### src/design/crcfp_pkg.sv
// Shared types, constants and the CRC-16/Modbus byte update of the frame receive parser.
// No dependencies; the front end, queue, back end and top level import this package.
package crcfp_pkg;

  localparam int FRAME_BUFFER_BYTES = 64;
  localparam int FRAME_OVERHEAD     = 7;
  localparam int MAX_LEN            = FRAME_BUFFER_BYTES - FRAME_OVERHEAD;
  localparam int IDX_W              = 6;
  localparam int BANK_DEPTH         = 1 << IDX_W;
  localparam int RAM_DEPTH          = 2 * BANK_DEPTH;
  localparam int RAM_AW             = $clog2(RAM_DEPTH);

  localparam logic [15:0] CRC_INIT = 16'hFFFF;
  localparam logic [15:0] CRC_POLY = 16'hA001;

  localparam logic [7:0] RST_HEAD1   = 8'hA5;
  localparam logic [7:0] RST_HEAD2   = 8'h5A;
  localparam logic [7:0] RST_TRAILER = 8'hFF;

  typedef enum logic [7:0] {
    CFG_HEAD1   = 8'd0,
    CFG_HEAD2   = 8'd1,
    CFG_TRAILER = 8'd2
  } cfg_reg_t;

  typedef enum logic [7:0] {
    PH_HEAD1 = 8'b0000_0001,
    PH_HEAD2 = 8'b0000_0010,
    PH_LEN   = 8'b0000_0100,
    PH_CMD   = 8'b0000_1000,
    PH_PAY   = 8'b0001_0000,
    PH_CRCH  = 8'b0010_0000,
    PH_CRCL  = 8'b0100_0000,
    PH_TAIL  = 8'b1000_0000
  } phase_t;

  // One completed frame waiting to be drained.
  typedef struct packed {
    logic             bank;
    logic [7:0]       cmd;
    logic [IDX_W-1:0] len;
  } frame_desc_t;

  typedef struct packed {
    logic              en;
    logic [RAM_AW-1:0] addr;
    logic [7:0]        data;
  } mem_wr_t;

  function automatic logic [15:0] crc_update(input logic [15:0] crc, input logic [7:0] b);
    logic [15:0] c;
    c = crc ^ {8'h00, b};
    for (int k = 0; k < 8; k++) begin
      c = c[0] ? ((c >> 1) ^ CRC_POLY) : (c >> 1);
    end
    return c;
  endfunction

endpackage

### src/design/crcfp_if.sv
// Valid/ready channel interfaces of the frame receive parser: byte in, result out, config.
// No dependencies.
interface crcfp_rx_if;
  logic       valid;
  logic       ready;
  logic [7:0] rx_byte;
  modport source (output valid, output rx_byte, input ready);
  modport sink (input valid, input rx_byte, output ready);
endinterface

interface crcfp_res_if;
  logic       valid;
  logic       ready;
  logic [7:0] frame_cmd;
  logic [5:0] payload_len;
  logic       has_payload;
  logic [7:0] data_byte;
  logic [5:0] byte_index;
  logic       last;
  modport source (output valid, output frame_cmd, output payload_len, output has_payload,
                  output data_byte, output byte_index, output last, input ready);
  modport sink (input valid, input frame_cmd, input payload_len, input has_payload,
                input data_byte, input byte_index, input last, output ready);
endinterface

interface crcfp_cfg_if;
  logic       valid;
  logic       ready;
  logic [7:0] reg_index;
  logic [7:0] wdata;
  modport source (output valid, output reg_index, output wdata, input ready);
  modport sink (input valid, input reg_index, input wdata, output ready);
endinterface

### src/design/crcfp_ram.sv
// Generic single-write, single-read RAM with registered read data.
// No dependencies.
module crcfp_ram #(
  parameter int WIDTH = 8,
  parameter int DEPTH = 128
) (
  input  logic                     clk,
  input  logic                     we,
  input  logic [$clog2(DEPTH)-1:0] waddr,
  input  logic [WIDTH-1:0]         wdata,
  input  logic                     re,
  input  logic [$clog2(DEPTH)-1:0] raddr,
  output logic [WIDTH-1:0]         rdata
);

  logic [WIDTH-1:0] mem [DEPTH];

  always_ff @(posedge clk) begin
    if (we) begin
      mem[waddr] <= wdata;
    end
    if (re) begin
      rdata <= mem[raddr];
    end
  end

endmodule

### src/design/crcfp_front.sv
// Front end: configuration registers, frame parser state machine and running CRC.
// Depends on crcfp_pkg and crcfp_if; writes payload bytes into one bank of the payload RAM.
module crcfp_front
  import crcfp_pkg::*;
(
  input  logic              clk,
  input  logic              rst,
  crcfp_rx_if.sink          rx,
  crcfp_cfg_if.sink         cfg,
  input  logic              q_full,
  output logic              push,
  output frame_desc_t       push_desc,
  output mem_wr_t           mem_wr
);

  logic [7:0]       head1, head2, trailer;
  phase_t           phase, phase_next;
  logic [IDX_W-1:0] frame_len, frame_len_next;
  logic [7:0]       frame_cmd, frame_cmd_next;
  logic [IDX_W-1:0] pay_cnt, pay_cnt_next;
  logic [15:0]      crc, crc_next;
  logic [7:0]       crc_high, crc_high_next;
  logic             bank, bank_next;
  logic             accept;
  logic [7:0]       b;
  logic [15:0]      crc_upd;

  assign cfg.ready = 1'b1;
  // Both RAM banks hold undrained frames: hold off until one frees up.
  assign rx.ready  = !q_full;
  assign accept    = rx.valid && rx.ready;
  assign b         = rx.rx_byte;
  assign crc_upd   = crc_update(crc, b);

  always_ff @(posedge clk) begin
    if (rst) begin
      head1   <= RST_HEAD1;
      head2   <= RST_HEAD2;
      trailer <= RST_TRAILER;
    end else if (cfg.valid && cfg.ready) begin
      if (cfg.reg_index == CFG_HEAD1) begin
        head1 <= cfg.wdata;
      end
      if (cfg.reg_index == CFG_HEAD2) begin
        head2 <= cfg.wdata;
      end
      if (cfg.reg_index == CFG_TRAILER) begin
        trailer <= cfg.wdata;
      end
    end
  end

  always_comb begin
    logic do_clear;
    logic do_restart;
    do_clear       = 1'b0;
    do_restart     = 1'b0;
    phase_next     = phase;
    frame_len_next = frame_len;
    frame_cmd_next = frame_cmd;
    pay_cnt_next   = pay_cnt;
    crc_next       = crc;
    crc_high_next  = crc_high;
    bank_next      = bank;
    push           = 1'b0;
    mem_wr.en      = 1'b0;
    mem_wr.addr    = {bank, pay_cnt};
    mem_wr.data    = b;
    push_desc.bank = bank;
    push_desc.cmd  = frame_cmd;
    push_desc.len  = frame_len;

    if (accept) begin
      unique case (phase)
        PH_HEAD1: begin
          do_restart = (b == head1);
        end
        PH_HEAD2: begin
          if (b == head2) begin
            crc_next   = crc_upd;
            phase_next = PH_LEN;
          end else if (b == head1) begin
            do_restart = 1'b1;
          end else begin
            do_clear = 1'b1;
          end
        end
        PH_LEN: begin
          if (b > 8'(MAX_LEN)) begin
            do_clear = 1'b1;
          end else begin
            frame_len_next = b[IDX_W-1:0];
            crc_next       = crc_upd;
            phase_next     = PH_CMD;
          end
        end
        PH_CMD: begin
          frame_cmd_next = b;
          crc_next       = crc_upd;
          pay_cnt_next   = '0;
          phase_next     = (frame_len == '0) ? PH_CRCH : PH_PAY;
        end
        PH_PAY: begin
          mem_wr.en    = 1'b1;
          crc_next     = crc_upd;
          pay_cnt_next = pay_cnt + 1'b1;
          if (({1'b0, pay_cnt} + 1'b1) >= {1'b0, frame_len}) begin
            phase_next = PH_CRCH;
          end
        end
        PH_CRCH: begin
          crc_high_next = b;
          phase_next    = PH_CRCL;
        end
        PH_CRCL: begin
          if ({crc_high, b} == crc) begin
            phase_next = PH_TAIL;
          end else if (b == head1) begin
            do_restart = 1'b1;
          end else begin
            do_clear = 1'b1;
          end
        end
        PH_TAIL: begin
          if (b == trailer) begin
            push      = 1'b1;
            bank_next = !bank;
            do_clear  = 1'b1;
          end else if (b == head1) begin
            do_restart = 1'b1;
          end else begin
            do_clear = 1'b1;
          end
        end
        default: begin
          do_clear = 1'b1;
        end
      endcase
    end

    if (do_clear || do_restart) begin
      phase_next     = do_restart ? PH_HEAD2 : PH_HEAD1;
      frame_len_next = '0;
      frame_cmd_next = '0;
      pay_cnt_next   = '0;
      crc_high_next  = '0;
      // On a restart the current byte is head1 and opens the new CRC.
      crc_next       = do_restart ? crc_update(CRC_INIT, b) : CRC_INIT;
    end
  end

  always_ff @(posedge clk) begin
    if (rst) begin
      phase     <= PH_HEAD1;
      frame_len <= '0;
      frame_cmd <= '0;
      pay_cnt   <= '0;
      crc       <= CRC_INIT;
      crc_high  <= '0;
      bank      <= 1'b0;
    end else begin
      phase     <= phase_next;
      frame_len <= frame_len_next;
      frame_cmd <= frame_cmd_next;
      pay_cnt   <= pay_cnt_next;
      crc       <= crc_next;
      crc_high  <= crc_high_next;
      bank      <= bank_next;
    end
  end

endmodule

### src/design/crcfp_queue.sv
// Two-entry queue of completed frame descriptors between the parser and the drain.
// Depends on crcfp_pkg. An entry stays until its last result has been issued.
module crcfp_queue
  import crcfp_pkg::*;
(
  input  logic        clk,
  input  logic        rst,
  input  logic        push,
  input  frame_desc_t push_desc,
  input  logic        pop,
  output logic        head_valid,
  output frame_desc_t head,
  output logic        full
);

  frame_desc_t entry [2];
  logic        wr_ptr, rd_ptr;
  logic [1:0]  count;

  assign head_valid = (count != 2'd0);
  assign full       = (count == 2'd2);
  assign head       = entry[rd_ptr];

  always_ff @(posedge clk) begin
    if (push) begin
      entry[wr_ptr] <= push_desc;
    end
  end

  always_ff @(posedge clk) begin
    if (rst) begin
      wr_ptr <= 1'b0;
      rd_ptr <= 1'b0;
      count  <= '0;
    end else begin
      if (push) begin
        wr_ptr <= !wr_ptr;
      end
      if (pop) begin
        rd_ptr <= !rd_ptr;
      end
      unique case ({push, pop})
        2'b10:   count <= count + 2'd1;
        2'b01:   count <= count - 2'd1;
        default: count <= count;
      endcase
    end
  end

endmodule

### src/design/crcfp_back.sv
// Back end: walks the payload of each queued frame through the RAM and delivers results.
// Depends on crcfp_pkg and crcfp_if. RAM read stage, then the output register.
module crcfp_back
  import crcfp_pkg::*;
(
  input  logic              clk,
  input  logic              rst,
  input  logic              head_valid,
  input  frame_desc_t       head,
  output logic              pop,
  output logic              rd_en,
  output logic [RAM_AW-1:0] rd_addr,
  input  logic [7:0]        rd_data,
  crcfp_res_if.source       res
);

  logic [IDX_W-1:0] idx;
  logic             issue, issue_last, issue_has;
  logic             s1_valid, s1_adv;
  logic [7:0]       s1_cmd;
  logic [IDX_W-1:0] s1_len, s1_idx;
  logic             s1_has, s1_last;
  logic             out_valid;

  assign s1_adv     = s1_valid && (!out_valid || res.ready);
  assign issue      = head_valid && (!s1_valid || s1_adv);
  assign issue_has  = (head.len != '0);
  assign issue_last = !issue_has || (idx == head.len - 1'b1);
  assign pop        = issue && issue_last;
  assign rd_en      = issue && issue_has;
  assign rd_addr    = {head.bank, idx};

  always_ff @(posedge clk) begin
    if (rst) begin
      idx       <= '0;
      s1_valid  <= 1'b0;
      out_valid <= 1'b0;
    end else begin
      if (issue) begin
        idx <= issue_last ? '0 : idx + 1'b1;
      end
      if (issue) begin
        s1_valid <= 1'b1;
      end else if (s1_adv) begin
        s1_valid <= 1'b0;
      end
      if (s1_adv) begin
        out_valid <= 1'b1;
      end else if (res.ready) begin
        out_valid <= 1'b0;
      end
    end
  end

  always_ff @(posedge clk) begin
    if (issue) begin
      s1_cmd  <= head.cmd;
      s1_len  <= head.len;
      s1_idx  <= idx;
      s1_has  <= issue_has;
      s1_last <= issue_last;
    end
    if (s1_adv) begin
      res.frame_cmd   <= s1_cmd;
      res.payload_len <= s1_len;
      res.has_payload <= s1_has;
      // The RAM output holds while the read stage is stalled.
      res.data_byte   <= s1_has ? rd_data : 8'h00;
      res.byte_index  <= s1_idx;
      res.last        <= s1_last;
    end
  end

  assign res.valid = out_valid;

endmodule

### src/design/crc16_frame_receive_parser_core.sv
// Receive parser for head1/head2/length/command/payload/CRC/tail frames with CRC-16/Modbus.
// It takes one byte per cycle; results leave one per cycle unless stalled, a frame of N payload
// bytes giving N results (one for an empty payload), read out of the payload RAM's single read
// port. The RAM has two banks, so one finished frame may wait while the next frame's bytes
// arrive; with both banks full the byte input stalls until the older frame's last result issues.
// Depends on crcfp_pkg, crcfp_if, crcfp_ram, crcfp_front, crcfp_queue and crcfp_back.
module crc16_frame_receive_parser_core
  import crcfp_pkg::*;
(
  input  logic        clk,
  input  logic        rst,
  crcfp_rx_if.sink    rx,
  crcfp_cfg_if.sink   cfg,
  crcfp_res_if.source res
);

  logic              q_full, push, pop, head_valid;
  frame_desc_t       push_desc, head;
  mem_wr_t           mem_wr;
  logic              rd_en;
  logic [RAM_AW-1:0] rd_addr;
  logic [7:0]        rd_data;

  crcfp_front u_front (
    .clk       (clk),
    .rst       (rst),
    .rx        (rx),
    .cfg       (cfg),
    .q_full    (q_full),
    .push      (push),
    .push_desc (push_desc),
    .mem_wr    (mem_wr)
  );

  crcfp_ram #(
    .WIDTH (8),
    .DEPTH (RAM_DEPTH)
  ) u_ram (
    .clk   (clk),
    .we    (mem_wr.en),
    .waddr (mem_wr.addr),
    .wdata (mem_wr.data),
    .re    (rd_en),
    .raddr (rd_addr),
    .rdata (rd_data)
  );

  crcfp_queue u_queue (
    .clk        (clk),
    .rst        (rst),
    .push       (push),
    .push_desc  (push_desc),
    .pop        (pop),
    .head_valid (head_valid),
    .head       (head),
    .full       (q_full)
  );

  crcfp_back u_back (
    .clk        (clk),
    .rst        (rst),
    .head_valid (head_valid),
    .head       (head),
    .pop        (pop),
    .rd_en      (rd_en),
    .rd_addr    (rd_addr),
    .rd_data    (rd_data),
    .res        (res)
  );

endmodule

### src/flat_wrapper.sv
// flat-port wrapper written by rule: the top's interface ports become plain ports
module crc16_frame_receive_parser_core_flat import crcfp_pkg::*;
  (clk, rst, rx_valid, rx_rx_byte, rx_ready, cfg_valid, cfg_reg_index, cfg_wdata, cfg_ready, res_valid, res_frame_cmd, res_payload_len, res_has_payload, res_data_byte, res_byte_index, res_last, res_ready);
  crcfp_rx_if rx_i ();
  crcfp_cfg_if cfg_i ();
  crcfp_res_if res_i ();
  input  logic clk;
  input  logic rst;
  input wire logic [$bits(rx_i.valid)-1:0] rx_valid;
  input wire logic [$bits(rx_i.rx_byte)-1:0] rx_rx_byte;
  output wire logic [$bits(rx_i.ready)-1:0] rx_ready;
  input wire logic [$bits(cfg_i.valid)-1:0] cfg_valid;
  input wire logic [$bits(cfg_i.reg_index)-1:0] cfg_reg_index;
  input wire logic [$bits(cfg_i.wdata)-1:0] cfg_wdata;
  output wire logic [$bits(cfg_i.ready)-1:0] cfg_ready;
  output wire logic [$bits(res_i.valid)-1:0] res_valid;
  output wire logic [$bits(res_i.frame_cmd)-1:0] res_frame_cmd;
  output wire logic [$bits(res_i.payload_len)-1:0] res_payload_len;
  output wire logic [$bits(res_i.has_payload)-1:0] res_has_payload;
  output wire logic [$bits(res_i.data_byte)-1:0] res_data_byte;
  output wire logic [$bits(res_i.byte_index)-1:0] res_byte_index;
  output wire logic [$bits(res_i.last)-1:0] res_last;
  input wire logic [$bits(res_i.ready)-1:0] res_ready;
  assign rx_i.valid = rx_valid;
  assign rx_i.rx_byte = rx_rx_byte;
  assign rx_ready = rx_i.ready;
  assign cfg_i.valid = cfg_valid;
  assign cfg_i.reg_index = cfg_reg_index;
  assign cfg_i.wdata = cfg_wdata;
  assign cfg_ready = cfg_i.ready;
  assign res_valid = res_i.valid;
  assign res_frame_cmd = res_i.frame_cmd;
  assign res_payload_len = res_i.payload_len;
  assign res_has_payload = res_i.has_payload;
  assign res_data_byte = res_i.data_byte;
  assign res_byte_index = res_i.byte_index;
  assign res_last = res_i.last;
  assign res_i.ready = res_ready;
  crc16_frame_receive_parser_core u_core (.clk(clk), .rst(rst), .rx(rx_i), .cfg(cfg_i), .res(res_i));
endmodule
### config.mk
export PLATFORM = sky130hd
export DESIGN_NAME = crc16_frame_receive_parser_core_flat
export DESIGN_NICKNAME = d
export VERILOG_FILES = /design/src/design/crcfp_pkg.sv /design/src/design/crcfp_if.sv /design/src/design/crcfp_ram.sv /design/src/design/crcfp_front.sv /design/src/design/crcfp_queue.sv /design/src/design/crcfp_back.sv /design/src/design/crc16_frame_receive_parser_core.sv /design/src/flat_wrapper.sv
export SDC_FILE = /design/constraint.sdc
export NUM_CORES = 1
export LEC_CHECK = 0
export BUFFER_PORTS_ARGS = -buffer_cell sky130_fd_sc_hd__buf_2
export CORE_MARGIN = 5
export CORE_UTILIZATION = 37
export DETAILED_ROUTE_END_ITERATION = 16
export SYNTH_ARGS = -nofsm -noshare
export SYNTH_HDL_FRONTEND = slang
export SYNTH_SLANG_ARGS = --single-unit
### constraint.sdc
create_clock -name clk -period 3.6 [get_ports clk]
set_clock_uncertainty 0.1 [all_clocks]
set_input_delay 0.18 -clock clk [delete_from_list [all_inputs] [get_ports clk]]
set_output_delay 0.18 -clock clk [all_outputs]
set_load 0.1 [all_outputs]
* Word-level counts from Yosys, hierarchy flattened
Memory sizes are Yosys's and may differ from the RTL's. A register that Yosys moved wholly into a read port is not among the register bits.
Index checks and enable logic that the tools add are counted.
** Storage, ports and cells
- Bits in registers :: 141
- Word-level logic and storage cells :: 180
- Latch bits :: 0
- Memory bits (writable) :: 1054
- Output and inout port bits :: 33
- ROM bits :: 0
- Memories :: 2
** Operators by class
- Bitwise logic cells :: 19
- Add/sub/neg operators :: 6
- Shift-type cells :: 0
- Magnitude comparators :: 2
- Multiplexer cells :: 62
- Equality and inequality tests :: 22
- Reductions and logical operators :: 40
- Divide/modulo/power cells :: 0
- $mul :: 0
** Memory list
- u_core.u_ram.mem :: depth 128, width 8, rd ports 1, clocked after memory_dff 1, write ports 1, RTL line crcfp_ram.sv:16 : logic [WIDTH-1:0] mem [DEPTH];
- u_core.u_queue.entry :: depth 2, width 15, rd ports 1, clocked after memory_dff 1, write ports 1, RTL line crcfp_queue.sv:16 : frame_desc_t entry [2];
** Operators by type and width (number)
- $mux W16 :: 21
- $mux W8 :: 6
- $not A2 Y3 :: 16
- $pmux W16 S3 :: 1
- $pmux W8 S6 :: 1
- $mux W1 :: 26
- $eq A8 B8 Y1 :: 3
- $eq A16 B16 Y1 :: 1
- $eq A8 B1 Y1 const B :: 2
- $eq A8 B2 Y1 const B :: 2
- $not A8 Y16 :: 1
- $xor A16 B8 Y16 :: 1
- $add A6 B1 Y6 const B :: 2
- $mux W6 :: 2
- $ne A3 B3 Y1 const B :: 4
- $pmux W6 S2 :: 1
- $reduce_and A2 Y1 :: 6
- $reduce_bool A2 Y1 :: 6
- $eq A8 B3 Y1 const B :: 1
- $eq A8 B4 Y1 const B :: 1
- $eq A8 B5 Y1 const B :: 1
- $eq A8 B6 Y1 const B :: 1
- $eq A8 B7 Y1 const B :: 1
- $eq A8 B8 Y1 const B :: 1
- other kinds (27) :: 43

* Logic depth before layout (Yosys ltp)
- Word-level depth :: 21
- Gate-level depth with buffers :: 13
- Depth with buffers taken out :: 11

* Hierarchy
A second synthesis with hierarchy kept.
** Second synthesis, totals
- Cell total of the unflattened synthesis :: 2386
- Area total of the unflattened synthesis :: 48058.6 µm²
** Modules (own cells, without submodules)
- crcfp_ram :: seq. area each 30989.7 µm², cells an instance 1635, area each 39745.6 µm², times used 1
- crcfp_front :: seq. area each 1541.5 µm², cells an instance 539, area each 4754.6 µm², times used 1
- crcfp_back :: seq. area each 1721.7 µm², cells an instance 143, area each 2270.9 µm², times used 1
- crcfp_queue :: seq. area each 1001.0 µm², cells an instance 69, area each 1287.5 µm², times used 1

* Worst setup path before layout
OpenSTA, ideal clock, no wires.
- Path type :: register to register
- Start :: reg u_core.u_queue.count[0]
- End :: mem u_core.u_ram.mem[105][0], enable pin
- Library setup time :: 370 ps
- Required time :: 3130 ps
- Clock period less this slack :: 3292 ps
- Arrival time :: 2821 ps
- Cell stages (with the launch flop) :: 7
- Path slack :: 308 ps
- Buffers on the path :: 1
- Path through :: dfxtp_1 -> nand2b_1 -> nand2_1 -> nor2_1 -> nand3_1 -> clkbuf_1 -> nor2_1
** Between the ends
- Cells in the longest elaborated chain, start to end :: 6
** RTL lines
- start: declaration :: RTL line crcfp_queue.sv:18 : logic [1:0] count;
- start signal: assignment :: RTL line crcfp_queue.sv:43 : 2'b10: count <= count + 2'd1;
- start signal: assignment :: RTL line crcfp_queue.sv:44 : 2'b01: count <= count - 2'd1;
- start signal: assignment :: RTL line crcfp_queue.sv:45 : default: count <= count;
- $eq A2 B2 Y1 :: RTL line crcfp_queue.sv:21 : assign full = (count == 2'd2);
- $logic_not A1 Y1 :: RTL line crcfp_front.sv:30 : assign rx.ready = !q_full;
- net rx_ready :: RTL line flat_wrapper.sv:11 : output wire logic [$bits(rx_i.ready)-1:0] rx_ready;
- $logic_and A1 B1 Y1 :: RTL line crcfp_front.sv:31 : assign accept = rx.valid && rx.ready;
- $mux W1 :: RTL line crcfp_front.sv:73 : if (accept) begin
- $mux W1 :: RTL line crcfp_ram.sv:19 : if (we) begin
- $mux W1 (not written as such) :: RTL line crcfp_ram.sv:20 : mem[waddr] <= wdata;
- end: declaration :: RTL line crcfp_ram.sv:16
The timed path passes the listed nets, and every way through them passes these cells.

* Worst setup path after layout
- Start :: reg u_core.u_front.crc[0]
- End :: reg u_core.u_front.crc[12]
** Between the ends
- Cells in the longest elaborated chain, start to end :: 14
- Elaborated cells between the ends (all ways) :: 29
- Those cells by class :: eq/ne (3); mux (20); bitwise (2); reduce/logical (4)
** RTL lines
- start: declaration :: RTL line crcfp_front.sv:21 : logic [15:0] crc, crc_next;
- start signal: assignment :: RTL line crcfp_front.sv:166 : crc <= crc_next;
- $xor A16 B8 Y16 :: RTL line crcfp_pkg.sv:52 : c = crc ^ {8'h00, b};
- $mux W16 (6 in series) :: RTL line crcfp_pkg.sv:54 : c = c[0] ? ((c >> 1) ^ CRC_POLY) : (c >> 1);
- $not A2 Y3 (no line)
- $mux W16 (2 in series) :: RTL line crcfp_pkg.sv:54
- $mux W16 (on tied branches) :: RTL line crcfp_front.sv:89, crcfp_front.sv:79
- $pmux W16 S3 :: RTL line crcfp_front.sv:74 : unique case (phase)
- $mux W16 :: RTL line crcfp_front.sv:73
- $mux W16 :: RTL line crcfp_front.sv:141 : if (do_clear || do_restart) begin
Several ways; a longest one is shown, not always the timed one. The select of a mux whose other input is x is not followed.
A chain may end at the register's enable or synchronous reset.

==> impl_metrics.tcl <==
set metrics [dict create \
    synth_area_per_cell_um2 20.2 \
    post_drt_wl_per_cell_um 25.5 \
    io_buffer_count 60 \
    post_cts_buffers 0 \
    run_status "complete, no violations" \
    max_freq_mhz 296 \
    clockBufferDepth 3 \
    gp_congestion 0.813 \
    yosysSeqAreaShare 0.744 \
    cts_tree "built" \
    synth_top_area_frac 0.706 \
    final_common_cell "edfxtp_1" \
    path_class "reg -> reg" \
    cap_violations 0 \
    synth-main-ff-cell "edfxtp_1" \
    synthMuxAreaShare 0.168 \
    worstHoldStart "rx_valid" \
    peakVddDrop_uv 356 \
    min-delay-path-class "in -> reg" \
    p_seq_frac 0.533 \
    synthTopCellsByArea "edfxtp_1 71%, mux4_2 16%, dfxtp_1 3.8%" \
    synth-seq-cells 1204 \
    drt-pass1-iter-count 5 \
    yosysWarnings 0 \
    row_count 131 \
    start_kind "flop" \
    dp_cells 4188 \
    met1_length_um 45500 \
    route.detailed.drc 0 \
    dieArea_mm2 0.135 \
    crit_path_end_kind "flop" \
    power_leakage_uw 0.0176 \
    finalSetupTns_ns 0 \
    final_cell_mix "1114 x edfxtp_1, 336 x mux4_2, 220 x buf_4" \
    synth-simple-area-share 0.0408 \
    required_ns 4.11 \
    worstMarginPinSlew_ns 1.16 \
    top_layer "met4" \
    reg2reg_depth 11 \
    grt_use_total 0.166 \
    numClockSinks 1204 \
    switching_share 0.196 \
    ant_nets 0 \
    final-instance-count-excl-fill 4438 \
    async_flop_share 0 \
    synth_fa_ha_area_frac 0.00555 \
    drive_above_1_share 0.305 \
    area_growth_pct 17.9 \
    hold_end "u_core.u_front.crc_high[6]" \
    critPathMaxFanout 4 \
    dp_hpwl_um 72800 \
    wl_met3_um 5640 \
    synth_compound_area_frac 0.0142 \
    routed_wl_um 113000 \
    start_util 0.372 \
    period_needed_ns 3.37 \
    rsz0062_at_grt "false" \
    cp.arrival_ns 3.88 \
    timing.slew.headroom 0.226 \
    pwr-share-comb 0.021 \
    critPathLaunch "u_core.u_front.crc[0]" \
    grt_pass1_wl_um 166000 \
    synth_cells 2345 \
    diodes 0 \
    root_buffer "clkbuf_16" \
    nNetsFinal 2734 \
    fp.dieW_um 368 \
    yosysTopAreaCell "edfxtp_1" \
    synth_edf_count 1114 \
    htree_levels 4 \
    fp.dieH_um 368 \
    worstReg2RegStart "u_core.u_front.crc[0]" \
    synth_cell_type_count 58 \
    power-per-cell-area_mw_per_mm2 514 \
    r2r_end "u_core.u_front.crc[12]" \
    synth.net_count 2395 \
    period_share 0.937 \
    power_switching_uw 5620 \
    final-hold-violation-count 0 \
    core_mm2 0.127 \
    gr-total-overflow 0 \
    drt-initial-drc-count 2029 \
    routed_via_density 5.36 \
    vias 23800 \
    power.share.clock 0.446 \
    setup_viol 0 \
    holdPathStages 5 \
    timing.reg2reg.setup_slack_ns 0.23 \
    synth_top_family_by_area "multiplexers" \
    ios 62 \
    clkSlewWorstSetupHoldPaths_ns 0.06 \
    synthXorXnorAreaFrac 0.0144 \
    synthesis.area_mm2 0.0474 \
    grt_max_degree 138 \
    antenna_found_initial 0 \
    finalMaxSlewViolations 0 \
    grt_pass1_vias 24800 \
    p_int_uw 23100 \
    clk_latency_ns 0.72 \
    met2_length_um 58700 \
    cts_buffers 130 \
]
==> layer usage <==
metal / up-vias / GRT usage
met2: 757 / 0.288
met3: 181 / 0.0276
met4: 0 / 0.0516
li1: 10200 / -
met5: - / 0
met1: 12700 / 0.213
==> critical path, stage by stage (launching register included) <==
cell	delay (ns)
dfxtp_1	0.40
xnor2_2	0.16
ha_1	0.19
nand4_1	0.14
or4_1	0.58
nor4_4	0.19
o22ai_1	0.16
a2111oi_2	0.42
buf_4	0.19
nand2b_1	0.20
o311ai_0	0.18
a221o_1	0.37
==> sequential cells by signal (all words and copies together), names as in the netlist, 2 cells and up, named ones only <==
name,cells
u_core.u_front.head2,8
u_core.u_front.trailer,8
u_core.u_front.frame_len,6
u_core.u_back.res.frame_cmd,8
u_core.u_front.frame_cmd,8
u_core.u_back.res.payload_len,6
u_core.u_back.s1_cmd,8
u_core.u_back.s1_len,6
u_core.u_front.phase,8
u_core.u_back.s1_idx,6
u_core.u_front.head1,8
u_core.u_queue.entry,30
u_core.u_back.res.data_byte,8
u_core.u_back.idx,6
u_core.u_ram.rdata,8
u_core.u_front.crc,16
u_core.u_front.pay_cnt,6
u_core.u_back.res.byte_index,6
u_core.u_queue.count,2
u_core.u_ram.mem,1024
u_core.u_front.crc_high,8
==> cells in the mapped netlist (6+ instances only) <==
cell type,number
nand2_1,90
o21ai_0,8
edfxtp_1,1114
nand3_1,35
nor4_1,6
xnor2_1,43
inv_1,27
nand2b_1,9
mux4_2,336
and2_1,14
nand4_1,8
clkbuf_1,78
mux2i_1,18
ha_1,21
a21oi_1,41
xor2_1,35
buf_1,12
a221o_1,7
a211o_1,18
nor2_1,201
nand4b_1,7
nor3_1,8
dfxtp_1,90
buf_2,25
nor2b_1,14
mux2_2,17
nor3b_1,6
==> power by group through the flow <==
stage          Combinational, uW  Sequential (uW)  Clock (uW)
2_1_floorplan                240            15600           0
3_5_place_dp                 579            15600           0
3_3_place_gp                 553            15600           0
4_1_cts                      598            15300       13100
6_report                     600            15300       12800
5_1_grt                      646            15300       13700
==> area by class of cell <==
class,count,area (um2)
Sequential cell,1204,35300
Timing Repair Buffer,328,2770
Inverter,27,101
Fill cell,10700,71500
Tap cell,1662,2080
Multi-Input combinational cell,993,11500
Clock inverter,56,577
Clock buffer,168,3520
==> cells by family after synthesis <==
| kind of cell | after synthesis |
|---|---|
| multiplexers | 371 |
| AND/OR/NAND/NOR | 424 |
| AO/OA/AOI/OAI | 98 |
| flip-flops | 1204 |
| buffers and inverters | 148 |
| XOR/XNOR | 78 |
| adder cells (fa/ha/maj) | 21 |
| other | 1 |
==> through the flow <==
| step | setup slack, ns | power, uW | hold slack (ns) | util | cell area, um2 |
|---|---|---|---|---|---|
| 6_report | 0.225 | 28700 | 0.0962 | 0.438 | 55800 |
| 3_5_place_dp | 0.0446 | 16200 | 0.305 | 0.404 | 51500 |
| 4_1_cts | 0.0417 | 29000 | 0.0317 | 0.438 | 55800 |
| 3_3_place_gp | 0.0977 | 16100 | 0.308 | 0.404 | 51500 |
| 5_1_grt | 0.0454 | 29700 | 0.0749 | 0.438 | 55800 |
| 2_1_floorplan | 0.308 | 15800 | 0.179 | - | 47400 |
==> how the worst max path moves through the flow <==
| stage | endpoint | slack, ns | cells past startpoint |
|---|---|---|---|
| floorplan | u_core.u_ram.mem[105][0] | 0.31 | 6 |
| global placement | u_core.u_front.pay_cnt[3] | 0.1 | 13 |
| detailed placement | u_core.u_front.pay_cnt[3] | 0.04 | 13 |
| CTS | u_core.u_front.pay_cnt[3] | 0.04 | 12 |
| global route | u_core.u_front.crc[12] | 0.05 | 11 |
| finish | u_core.u_front.crc[12] | 0.23 | 11 |
==> what timing repair did <==
action / in CTS / in global routing
hold buffers: 26 / 0
gates resized for setup: 0 / 3
endpoints found under the hold margin: 132 / 0
setup endpoints to repair: 0 / 27
(Power assumes the default switching activity.)
